==> config.mk <==
export PLATFORM = sky130hd
export DESIGN_NAME = stun_mapped_address_parser_top
export DESIGN_NICKNAME = d
export VERILOG_FILES = /design/src/design/stunmap_pkg.sv /design/src/design/stun_mapped_address_parser_top.sv /design/src/design/stunmap_in_reg.sv /design/src/design/stunmap_parse.sv /design/src/design/stunmap_out_reg.sv
export SDC_FILE = /design/constraint.sdc
export NUM_CORES = 1
export LEC_CHECK = 0
export BUFFER_PORTS_ARGS = -buffer_cell sky130_fd_sc_hd__buf_4
export CAP_MARGIN = 20
export CORE_ASPECT_RATIO = 2
export CORE_MARGIN = 3
export CORE_UTILIZATION = 47
export DETAILED_ROUTE_END_ITERATION = 16
export GPL_ROUTABILITY_DRIVEN = 0
export SYNTH_ARGS = -nofsm -noshare
export SYNTH_HDL_FRONTEND = slang
export SYNTH_SLANG_ARGS = --single-unit
==> constraint.sdc <==
create_clock -name clk -period 15 [get_ports clk]
set_input_delay 0 -clock clk [delete_from_list [all_inputs] [get_ports clk]]
set_output_delay 0 -clock clk [all_outputs]
set_load 0.02 [all_outputs]
==> src/design/stunmap_pkg.sv <==
// Shared types and constants for the STUN mapped address parser.
// Used by every module of the block; depends on nothing.
package stunmap_pkg;

  // Largest datagram handled; bytes beyond it are dropped.
  localparam int unsigned MAX_DATAGRAM_BYTES_DEF = 2048;

  localparam int unsigned HEADER_BYTES = 20;
  localparam logic [15:0] BINDING_RESPONSE = 16'h0101;
  localparam logic [15:0] XOR_MAPPED_ADDRESS = 16'h0020;
  localparam logic [31:0] MAGIC_COOKIE = 32'h2112_A442;
  localparam logic [7:0] FAMILY_IPV4 = 8'h01;
  localparam logic [15:0] MIN_ADDR_LEN = 16'd8;

  // Result status codes.
  localparam logic [1:0] ST_FOUND = 2'd0;
  localparam logic [1:0] ST_SHORT = 2'd1;
  localparam logic [1:0] ST_BAD_TYPE = 2'd2;
  localparam logic [1:0] ST_NO_ADDR = 2'd3;

  // Parser phase, one-hot.
  typedef enum logic [3:0] {
    PH_HEADER = 4'b0001,
    PH_ATTR_HEAD = 4'b0010,
    PH_ATTR_VALUE = 4'b0100,
    PH_DONE = 4'b1000
  } phase_t;

  typedef struct packed {
    logic [7:0] data_byte;
    logic last_byte;
  } in_item_t;

  typedef struct packed {
    logic [1:0] status;
    logic [31:0] public_address;
    logic [15:0] mapped_port;
  } out_item_t;

  // Handshake status of the input stage, handed to the top level.
  typedef struct packed {
    logic stall;
    logic go;
  } stage_ctl_t;

endpackage

==> src/design/stun_mapped_address_parser_top.sv <==
// Top level of the STUN XOR-MAPPED-ADDRESS parser; uses stunmap_pkg, stunmap_in_reg,
// stunmap_parse and stunmap_out_reg.
// A final byte's result passes the input register, then the result register. Input
// takes one byte per cycle, set by the single input register stage, unless stalled.
// Reset: rst_n is synchronous and active low; it empties both register stages and
// returns the parser to the header phase.
module stun_mapped_address_parser_top #(
  parameter int unsigned MAX_DATAGRAM_BYTES = stunmap_pkg::MAX_DATAGRAM_BYTES_DEF
) (
  input  logic                   clk,
  input  logic                   rst_n,
  input  logic                   in_valid,
  output logic                   in_stall,
  input  stunmap_pkg::in_item_t  in_item,
  output logic                   out_valid,
  input  logic                   out_stall,
  output stunmap_pkg::out_item_t out_item
);

  // Each byte transfer lands in the input register, and from there it updates the
  // parse state. Only a byte with the final mark produces a result, which is then
  // written into the result register. While a result waits to be taken, ordinary
  // bytes keep flowing; only a second final byte has to wait for the result
  // register to free up, and it then holds the input stage.
  logic s1_valid;
  stunmap_pkg::in_item_t s1_item;
  stunmap_pkg::stage_ctl_t s1_ctl;
  stunmap_pkg::out_item_t result;
  logic can_load;

  stunmap_in_reg u_in_reg (
    .clk      (clk),
    .rst_n    (rst_n),
    .in_valid (in_valid),
    .in_item  (in_item),
    .can_load (can_load),
    .s1_valid (s1_valid),
    .s1_item  (s1_item),
    .ctl      (s1_ctl)
  );

  // The parse state advances by one byte in the cycle the byte leaves the input
  // register, and the result of a final byte is formed in that same cycle.
  stunmap_parse #(
    .MAX_DATAGRAM_BYTES (MAX_DATAGRAM_BYTES)
  ) u_parse (
    .clk     (clk),
    .rst_n   (rst_n),
    .item_go (s1_ctl.go),
    .item    (s1_item),
    .result  (result)
  );

  stunmap_out_reg u_out_reg (
    .clk       (clk),
    .rst_n     (rst_n),
    .load      (s1_ctl.go && s1_item.last_byte),
    .result    (result),
    .out_stall (out_stall),
    .can_load  (can_load),
    .out_valid (out_valid),
    .out_item  (out_item)
  );

  // The input register only ever holds up the sender when it is full and stuck.
  assign in_stall = s1_ctl.stall && s1_valid;

endmodule

==> src/design/stunmap_in_reg.sv <==
// Input register stage of the STUN mapped address parser.
// Depends on stunmap_pkg.
module stunmap_in_reg (
  input  logic                  clk,
  input  logic                  rst_n,
  input  logic                  in_valid,
  input  stunmap_pkg::in_item_t in_item,
  input  logic                  can_load,
  output logic                  s1_valid,
  output stunmap_pkg::in_item_t s1_item,
  output stunmap_pkg::stage_ctl_t ctl
);

  logic s1_valid_r, s1_valid_nxt;
  stunmap_pkg::in_item_t s1_item_r;

  // A final byte may only move on when the result register can take its result.
  always_comb begin
    ctl.go = s1_valid_r && (!s1_item_r.last_byte || can_load);
    ctl.stall = s1_valid_r && !ctl.go;
    s1_valid_nxt = s1_valid_r;
    if (in_valid && !ctl.stall) begin
      s1_valid_nxt = 1'b1;
    end else if (ctl.go) begin
      s1_valid_nxt = 1'b0;
    end
  end

  always_ff @(posedge clk) begin
    if (!rst_n) begin
      s1_valid_r <= 1'b0;
    end else begin
      s1_valid_r <= s1_valid_nxt;
    end
  end

  always_ff @(posedge clk) begin
    if (in_valid && !ctl.stall) begin
      s1_item_r <= in_item;
    end
  end

  assign s1_valid = s1_valid_r;
  assign s1_item = s1_item_r;

endmodule

==> src/design/stunmap_parse.sv <==
// Parse state and per-byte update logic of the STUN mapped address parser.
// Depends on stunmap_pkg.
module stunmap_parse #(
  parameter int unsigned MAX_DATAGRAM_BYTES = stunmap_pkg::MAX_DATAGRAM_BYTES_DEF
) (
  input  logic                   clk,
  input  logic                   rst_n,
  input  logic                   item_go,
  input  stunmap_pkg::in_item_t  item,
  output stunmap_pkg::out_item_t result
);

  localparam int unsigned POS_W = $clog2(MAX_DATAGRAM_BYTES + 1);
  localparam logic [POS_W-1:0] POS_LIMIT = POS_W'(MAX_DATAGRAM_BYTES);
  localparam logic [POS_W-1:0] POS_HDR_LAST = POS_W'(stunmap_pkg::HEADER_BYTES - 1);
  localparam logic [POS_W-1:0] POS_HDR = POS_W'(stunmap_pkg::HEADER_BYTES);

  logic [POS_W-1:0] pos_r, pos_nxt;
  logic [15:0] msg_len_r, msg_len_nxt;
  logic [15:0] kind_r, kind_nxt;
  logic [15:0] val_len_r, val_len_nxt;
  logic [15:0] attr_off_r, attr_off_nxt;
  logic [7:0] family_r, family_nxt;
  logic [15:0] port_r, port_nxt;
  logic [31:0] addr_r, addr_nxt;
  stunmap_pkg::phase_t phase_r, phase_nxt;
  logic [1:0] outcome_r, outcome_nxt;

  logic [7:0] b;
  logic [15:0] o, rel, rel4, new_len;
  logic [17:0] span_end, padded, next_off;
  logic [1:0] status;
  logic found;

  // True when a 4-byte attribute header starting at the given offset fits.
  function automatic logic head_fits(input logic [17:0] off, input logic [15:0] mlen);
    head_fits = (off + 18'd4) <= {2'b00, mlen};
  endfunction

  always_comb begin
    pos_nxt = pos_r;
    msg_len_nxt = msg_len_r;
    kind_nxt = kind_r;
    val_len_nxt = val_len_r;
    attr_off_nxt = attr_off_r;
    family_nxt = family_r;
    port_nxt = port_r;
    addr_nxt = addr_r;
    phase_nxt = phase_r;
    outcome_nxt = outcome_r;
    found = 1'b0;

    b = item.data_byte;
    o = 16'(pos_r) - 16'(stunmap_pkg::HEADER_BYTES);
    rel = o - attr_off_r;
    rel4 = rel - 16'd4;
    new_len = {val_len_r[7:0], b};
    span_end = {2'b00, attr_off_r} + 18'd4 + {2'b00, new_len};
    padded = ({2'b00, val_len_r} + 18'd3) & ~18'd3;
    next_off = {2'b00, attr_off_r} + 18'd4 + padded;

    if (item_go && (pos_r < POS_LIMIT)) begin
      pos_nxt = pos_r + POS_W'(1);
      case (phase_r)
        stunmap_pkg::PH_HEADER: begin
          if (pos_r < POS_W'(2)) begin
            kind_nxt = {kind_r[7:0], b};
          end else if (pos_r < POS_W'(4)) begin
            msg_len_nxt = {msg_len_r[7:0], b};
          end
          if (pos_r == POS_HDR_LAST) begin
            if (kind_r != stunmap_pkg::BINDING_RESPONSE) begin
              outcome_nxt = stunmap_pkg::ST_BAD_TYPE;
              phase_nxt = stunmap_pkg::PH_DONE;
            end else begin
              outcome_nxt = stunmap_pkg::ST_NO_ADDR;
              attr_off_nxt = 16'd0;
              phase_nxt = head_fits(18'd0, msg_len_r) ? stunmap_pkg::PH_ATTR_HEAD
                                                      : stunmap_pkg::PH_DONE;
            end
          end
        end
        stunmap_pkg::PH_ATTR_HEAD: begin
          if (pos_r >= POS_HDR && o >= attr_off_r) begin
            case (rel)
              16'd0: kind_nxt = {8'h00, b};
              16'd1: kind_nxt = {kind_r[7:0], b};
              16'd2: val_len_nxt = {8'h00, b};
              16'd3: begin
                val_len_nxt = new_len;
                if (span_end > {2'b00, msg_len_r}) begin
                  phase_nxt = stunmap_pkg::PH_DONE;
                end else if (new_len == 16'd0) begin
                  if (head_fits({2'b00, attr_off_r} + 18'd4, msg_len_r)) begin
                    attr_off_nxt = attr_off_r + 16'd4;
                  end else begin
                    phase_nxt = stunmap_pkg::PH_DONE;
                  end
                end else begin
                  phase_nxt = stunmap_pkg::PH_ATTR_VALUE;
                end
              end
              default: ;
            endcase
          end
        end
        stunmap_pkg::PH_ATTR_VALUE: begin
          if (pos_r >= POS_HDR && o >= attr_off_r && rel >= 16'd4) begin
            if (kind_r == stunmap_pkg::XOR_MAPPED_ADDRESS &&
                val_len_r >= stunmap_pkg::MIN_ADDR_LEN) begin
              if (rel4 == 16'd1) begin
                family_nxt = b;
              end else if (rel4 == 16'd2 || rel4 == 16'd3) begin
                port_nxt = {port_r[7:0], b};
              end else if (rel4 >= 16'd4 && rel4 <= 16'd7) begin
                addr_nxt = {addr_r[23:0], b};
                if (rel4 == 16'd7 && family_r == stunmap_pkg::FAMILY_IPV4) begin
                  found = 1'b1;
                  outcome_nxt = stunmap_pkg::ST_FOUND;
                  phase_nxt = stunmap_pkg::PH_DONE;
                end
              end
            end
            if (!found && ({2'b00, o} + 18'd1 == next_off)) begin
              if (head_fits(next_off, msg_len_r)) begin
                attr_off_nxt = next_off[15:0];
                phase_nxt = stunmap_pkg::PH_ATTR_HEAD;
              end else begin
                phase_nxt = stunmap_pkg::PH_DONE;
              end
            end
          end
        end
        default: ;
      endcase
    end

    // Result as seen after this byte; only used when it carries the final mark.
    status = (pos_nxt < POS_HDR) ? stunmap_pkg::ST_SHORT : outcome_nxt;
    result.status = status;
    if (status == stunmap_pkg::ST_FOUND) begin
      result.public_address = addr_nxt ^ stunmap_pkg::MAGIC_COOKIE;
      result.mapped_port = port_nxt ^ stunmap_pkg::MAGIC_COOKIE[31:16];
    end else begin
      result.public_address = 32'd0;
      result.mapped_port = 16'd0;
    end

    if (item_go && item.last_byte) begin
      pos_nxt = '0;
      msg_len_nxt = 16'd0;
      kind_nxt = 16'd0;
      val_len_nxt = 16'd0;
      attr_off_nxt = 16'd0;
      family_nxt = 8'd0;
      port_nxt = 16'd0;
      addr_nxt = 32'd0;
      phase_nxt = stunmap_pkg::PH_HEADER;
      outcome_nxt = stunmap_pkg::ST_FOUND;
    end
  end

  always_ff @(posedge clk) begin
    if (!rst_n) begin
      pos_r <= '0;
      msg_len_r <= 16'd0;
      kind_r <= 16'd0;
      val_len_r <= 16'd0;
      attr_off_r <= 16'd0;
      family_r <= 8'd0;
      port_r <= 16'd0;
      addr_r <= 32'd0;
      phase_r <= stunmap_pkg::PH_HEADER;
      outcome_r <= stunmap_pkg::ST_FOUND;
    end else begin
      pos_r <= pos_nxt;
      msg_len_r <= msg_len_nxt;
      kind_r <= kind_nxt;
      val_len_r <= val_len_nxt;
      attr_off_r <= attr_off_nxt;
      family_r <= family_nxt;
      port_r <= port_nxt;
      addr_r <= addr_nxt;
      phase_r <= phase_nxt;
      outcome_r <= outcome_nxt;
    end
  end

endmodule

==> src/design/stunmap_out_reg.sv <==
// Result register of the STUN mapped address parser.
// Depends on stunmap_pkg.
module stunmap_out_reg (
  input  logic                   clk,
  input  logic                   rst_n,
  input  logic                   load,
  input  stunmap_pkg::out_item_t result,
  input  logic                   out_stall,
  output logic                   can_load,
  output logic                   out_valid,
  output stunmap_pkg::out_item_t out_item
);

  logic out_valid_r, out_valid_nxt;
  stunmap_pkg::out_item_t out_item_r;

  always_comb begin
    can_load = !out_valid_r || !out_stall;
    out_valid_nxt = out_valid_r;
    if (load) begin
      out_valid_nxt = 1'b1;
    end else if (!out_stall) begin
      out_valid_nxt = 1'b0;
    end
  end

  always_ff @(posedge clk) begin
    if (!rst_n) begin
      out_valid_r <= 1'b0;
    end else begin
      out_valid_r <= out_valid_nxt;
    end
  end

  always_ff @(posedge clk) begin
    if (load) begin
      out_item_r <= result;
    end
  end

  assign out_valid = out_valid_r;
  assign out_item = out_item_r;

endmodule

==> run summary <==
The area enclosed by the die boundary came out at between 30000 and 40000 um2. The number of clock sinks is between 150 and 200. The startpoint of the lowest-slack register-to-register path is u_parse.attr_off_r[2]. The number of diodes added for antenna fixing is 0.

By area, the combinational part of the netlist is dominated by simple AND/OR/NAND/NOR gates. The count of final max-slew check failures came to 0. The root buffer cell is clkbuf_16. Dividing the final minimum period by the clock period gives 0.4717. Before antenna repair, the detailed router went through 6 iterations. The share of synthesized cell area in and, or, nand and nor gates is 0.2037. In this run the most critical hold path is launched from out_stall. Static timing analysis puts the maximum clock frequency at 0.1413 GHz. The worst setup path is of the register to register kind. The placeable core region is 27760 um2. The number of synthesis warnings is 0.

By area the synthesized netlist is led by dfxtp_1 (21%), edfxtp_1 (13%), ha_1 (9.8%). The minimum clock period after layout came out at 7.076 ns. The via density per instance came out at 6.088. On the critical path, the stage with the largest delay is an instance of or4b_1.

The number of hold violations in the final report came out at 0. The commonest cells after synthesis are nor2_1 (185), dfxtp_1 (138), ha_1 (105). The final standard cell utilization of the core came out at 0.5372. In the post-synthesis netlist, the cell with the most instances is nor2_1. TritonCTS built the clock tree. The final wirelength is 41200 um. The fraction of synthesized area in multiplexers came out at 0.07316. The startpoint kind of the worst setup timing path is a register.

The clock transition time at the flip-flop clock pins of the worst setup and hold paths came out at approximately 0.080 ns. STA classifies the critical path endpoint as a register. After clock tree synthesis, the flow added hold-fix buffers numbering 13. From left edge to right edge, the die measures 125.2 um. The smallest setup slack after layout came out at 7.924 ns.

The routed length per instance came out at around 21 um. The detailed-route via count is 11732. The wire length of the first global-routing pass came out at 63490 um. The leakage power total came out at 6.128 nW. The net count of the mapped netlist is 1632.

The start point of the critical path is u_parse.attr_off_r[2]. The adder-cell share of the synthesized area came out at 0.1014. The synthesis-to-finish area growth is 11.66%. The overall power after layout came out at 1.039 mW. The number of nets with antenna violations after routing is 0. In this run the power density over the cells is roughly 70 nW/um2.

The clock passes through at most 2 buffers. The worst ir drop on vdd came out at 83.74 uV. The initial detailed-routing violation count came out at 760.

Along the worst path, the maximum fanout reaches 14. The pre-CTS setup slack is 8.097 ns. The gate count after technology mapping came out at 1512. Of the total synthesized cell area, the portion taken by XOR and XNOR cells is 0.06623. The post-route cell area is 14910 um2. The number of core rows is 86.

The path class of the tightest hold or removal check is input pin to register. The average cell area after synthesis came out at 8.834 um2. The initial core utilization came out at 0.4811. The compound-gate portion of the synthesized area came out at 0.1723.

The clock latency on the worst-skew pair came out at 0.45 ns. The clock skew is 0.01255 ns. The required time of the critical path came out at ~15 ns. The transition at the pin with the smallest max-transition slack is approximately 1.2 ns.

The initial antenna violation count came out at 0. The number of H-tree levels is 4. The number of global-route vias before repair came out at 11614. The final count of negative-setup-slack endpoints is 0. Global routing finished with a remaining overflow of 0.

Summed over all nets, the half-perimeter wirelength after detailed placement is 32110 um. The share of final-layout standard cells stronger than drive strength 1 is 0.1003. The number of inserted filler cells in the final layout is 2631. The I/O pin total is 65.

In the global route stage, overall resource usage came out at 0.2642. For this run, the leading register cell type out of synthesis is dfxtp_1. TritonCTS created 17 clock buffers.

After synthesis the netlist holds a flip-flop and latch count of 197. The layout net count came out at 1682. Across the whole layout, storage elements account for 4534 um2. The distinct cell type count of the synthesized netlist is 84. In this run the tightest slew margin relative to its limit is 0.1764. The data arrival at the endpoint of the critical path came out at approximately 7.4 ns. The overall die height is 244.4 um. The residual DRC count is 0. The number of post-CTS setup repair buffers is 0.

Traced cell by cell, the critical path runs through inv_1 -> ha_1 -> inv_1 -> ha_1 -> a211oi_1 -> nor2_1 -> xor2_1 -> nand3_1 -> or3_1 -> nor3_1 -> nand3_1 -> xnor2_1 -> ha_1 -> nand2_1 -> nor2_1 -> nand3_1 -> nor3_1 -> nand2_1 -> o221a_2 -> a21oi_1 -> or4b_1 -> a21o_1 -> a221oi_1. The standard cell area after detailed placement is between 10000 and 15000 um2. The biggest area contributor in the post-synthesis netlist is dfxtp_1. The footprint of the multi-input gates is 8325 um2. Entering global routing, the biggest net connects 84 pins.

The count of flip-flops with a built-in enable after synthesis came out at between 50 and 60. The highest cell delay on the worst timing path came out at 0.74 ns. Setup repair after global routing left no endpoint under its margin.

The reported max-cap violation count is 0. The proportion of synthesized chip area in sequential cells is 0.3395. The share of synthesized area in the top cell type comes to 0.2068. The share of synthesized flip-flops with an asynchronous set or reset is 0.

Buffers placed on the I/O ports in this run total 64. The setup total negative slack came out at 0 ns. The count of cells resized by post-cts repair came out at 0. The cell area that synthesis handed to floorplanning was 13360 um2. The flow ran to the end, and the final reports show no timing, DRC or antenna violations.
## flip-flops by register name, summed over array words and instances (netlist names)
register,count
u_parse.pos_r,12
u_parse.outcome_r,2
u_parse.port_r,16
u_in_reg.s1_item,9
u_parse.msg_len_r,16
u_parse.kind_r,16
u_parse.val_len_r,16
u_out_reg.out_item,50
u_in_reg.s1_valid,1
u_parse.phase_r,4
u_parse.attr_off_r,14
u_parse.family_r,8
u_out_reg.out_valid,1
u_parse.addr_r,32
## path summary, 6_finish.rpt
path              cells after the start  slack [ns]                      to
setup / recovery                     23        7.92  u_parse.attr_off_r[14]
hold / removal                        4        0.18        u_parse.pos_r[0]
setup reg to reg                     23        7.92  u_parse.attr_off_r[14]
hold reg to reg                       1        0.48      u_parse.kind_r[10]
## per-stage QoR
step / std cells / hold WS [ns]
floorplan: 1512 / 0.09887
global placement: 1882 / 0.1778
detailed placement: 1882 / 0.1796
CTS: 1927 / 0.1741
global route: 1927 / 0.2112
finish: 1927 / 0.1835
## cells in the final DEF, fill, tap and decap left out, drive strengths merged, types with 34 or more instances in the layout
master  count
dfxtp     138
nand2      71
nor2      186
nand3      41
o21ai      47
xnor2      65
mux2i      92
a211oi     34
edfxtp     59
nor3       73
buf        86
ha        105
a21oi      73
inv        83
## cell families after synthesis
logic type                 after synthesis
AOI/OAI and AO/OA                      326
DFF                                    197
and+or+nand+nor                        542
adders and majority gates              107
xor gates and xnor gates                97
buffers and inverters                  146
muxes                                   97
## critical path, delay by kind of cell (launching register included)
family | cells | cell delay (ns)
simple gates | 11 | 2.56
compound gates | 5 | 1.63
xor+xnor | 2 | 0.80
buf+inv | 2 | 0.42
flops | 1 | 0.50
fa+ha+maj | 3 | 1.06
## metal layers
metal	vias to the layer above	part of all wire	track usage
li1	5656	-	-
met1	5581	0.35	0.2597
met2	356	0.52	0.4870
met3	139	0.038	0.04044
met4	0	0.088	0.2043
met5	-	0	0
## layout make-up
cell class	count	area share
Clock inverter	12	0.006628
Inverter	78	0.01963
Multi-Input combinational cell	1169	0.5582
Tap cell	352	0.02953
Sequential cell	197	0.3040
Timing Repair Buffer	99	0.05201
Clock buffer	20	0.02995
## where the power goes
| part | internal (mW) | total [mW] | switching [mW] |
|---|---|---|---|
| Sequential | 0.552 | 0.555 | 0.00332 |
| Clock | 0.221 | 0.434 | 0.213 |
| Combinational | 0.0177 | 0.0496 | 0.0319 |
| Total | 0.790 | 1.04 | 0.249 |
Note: power is estimated with default switching activity, not from simulation.
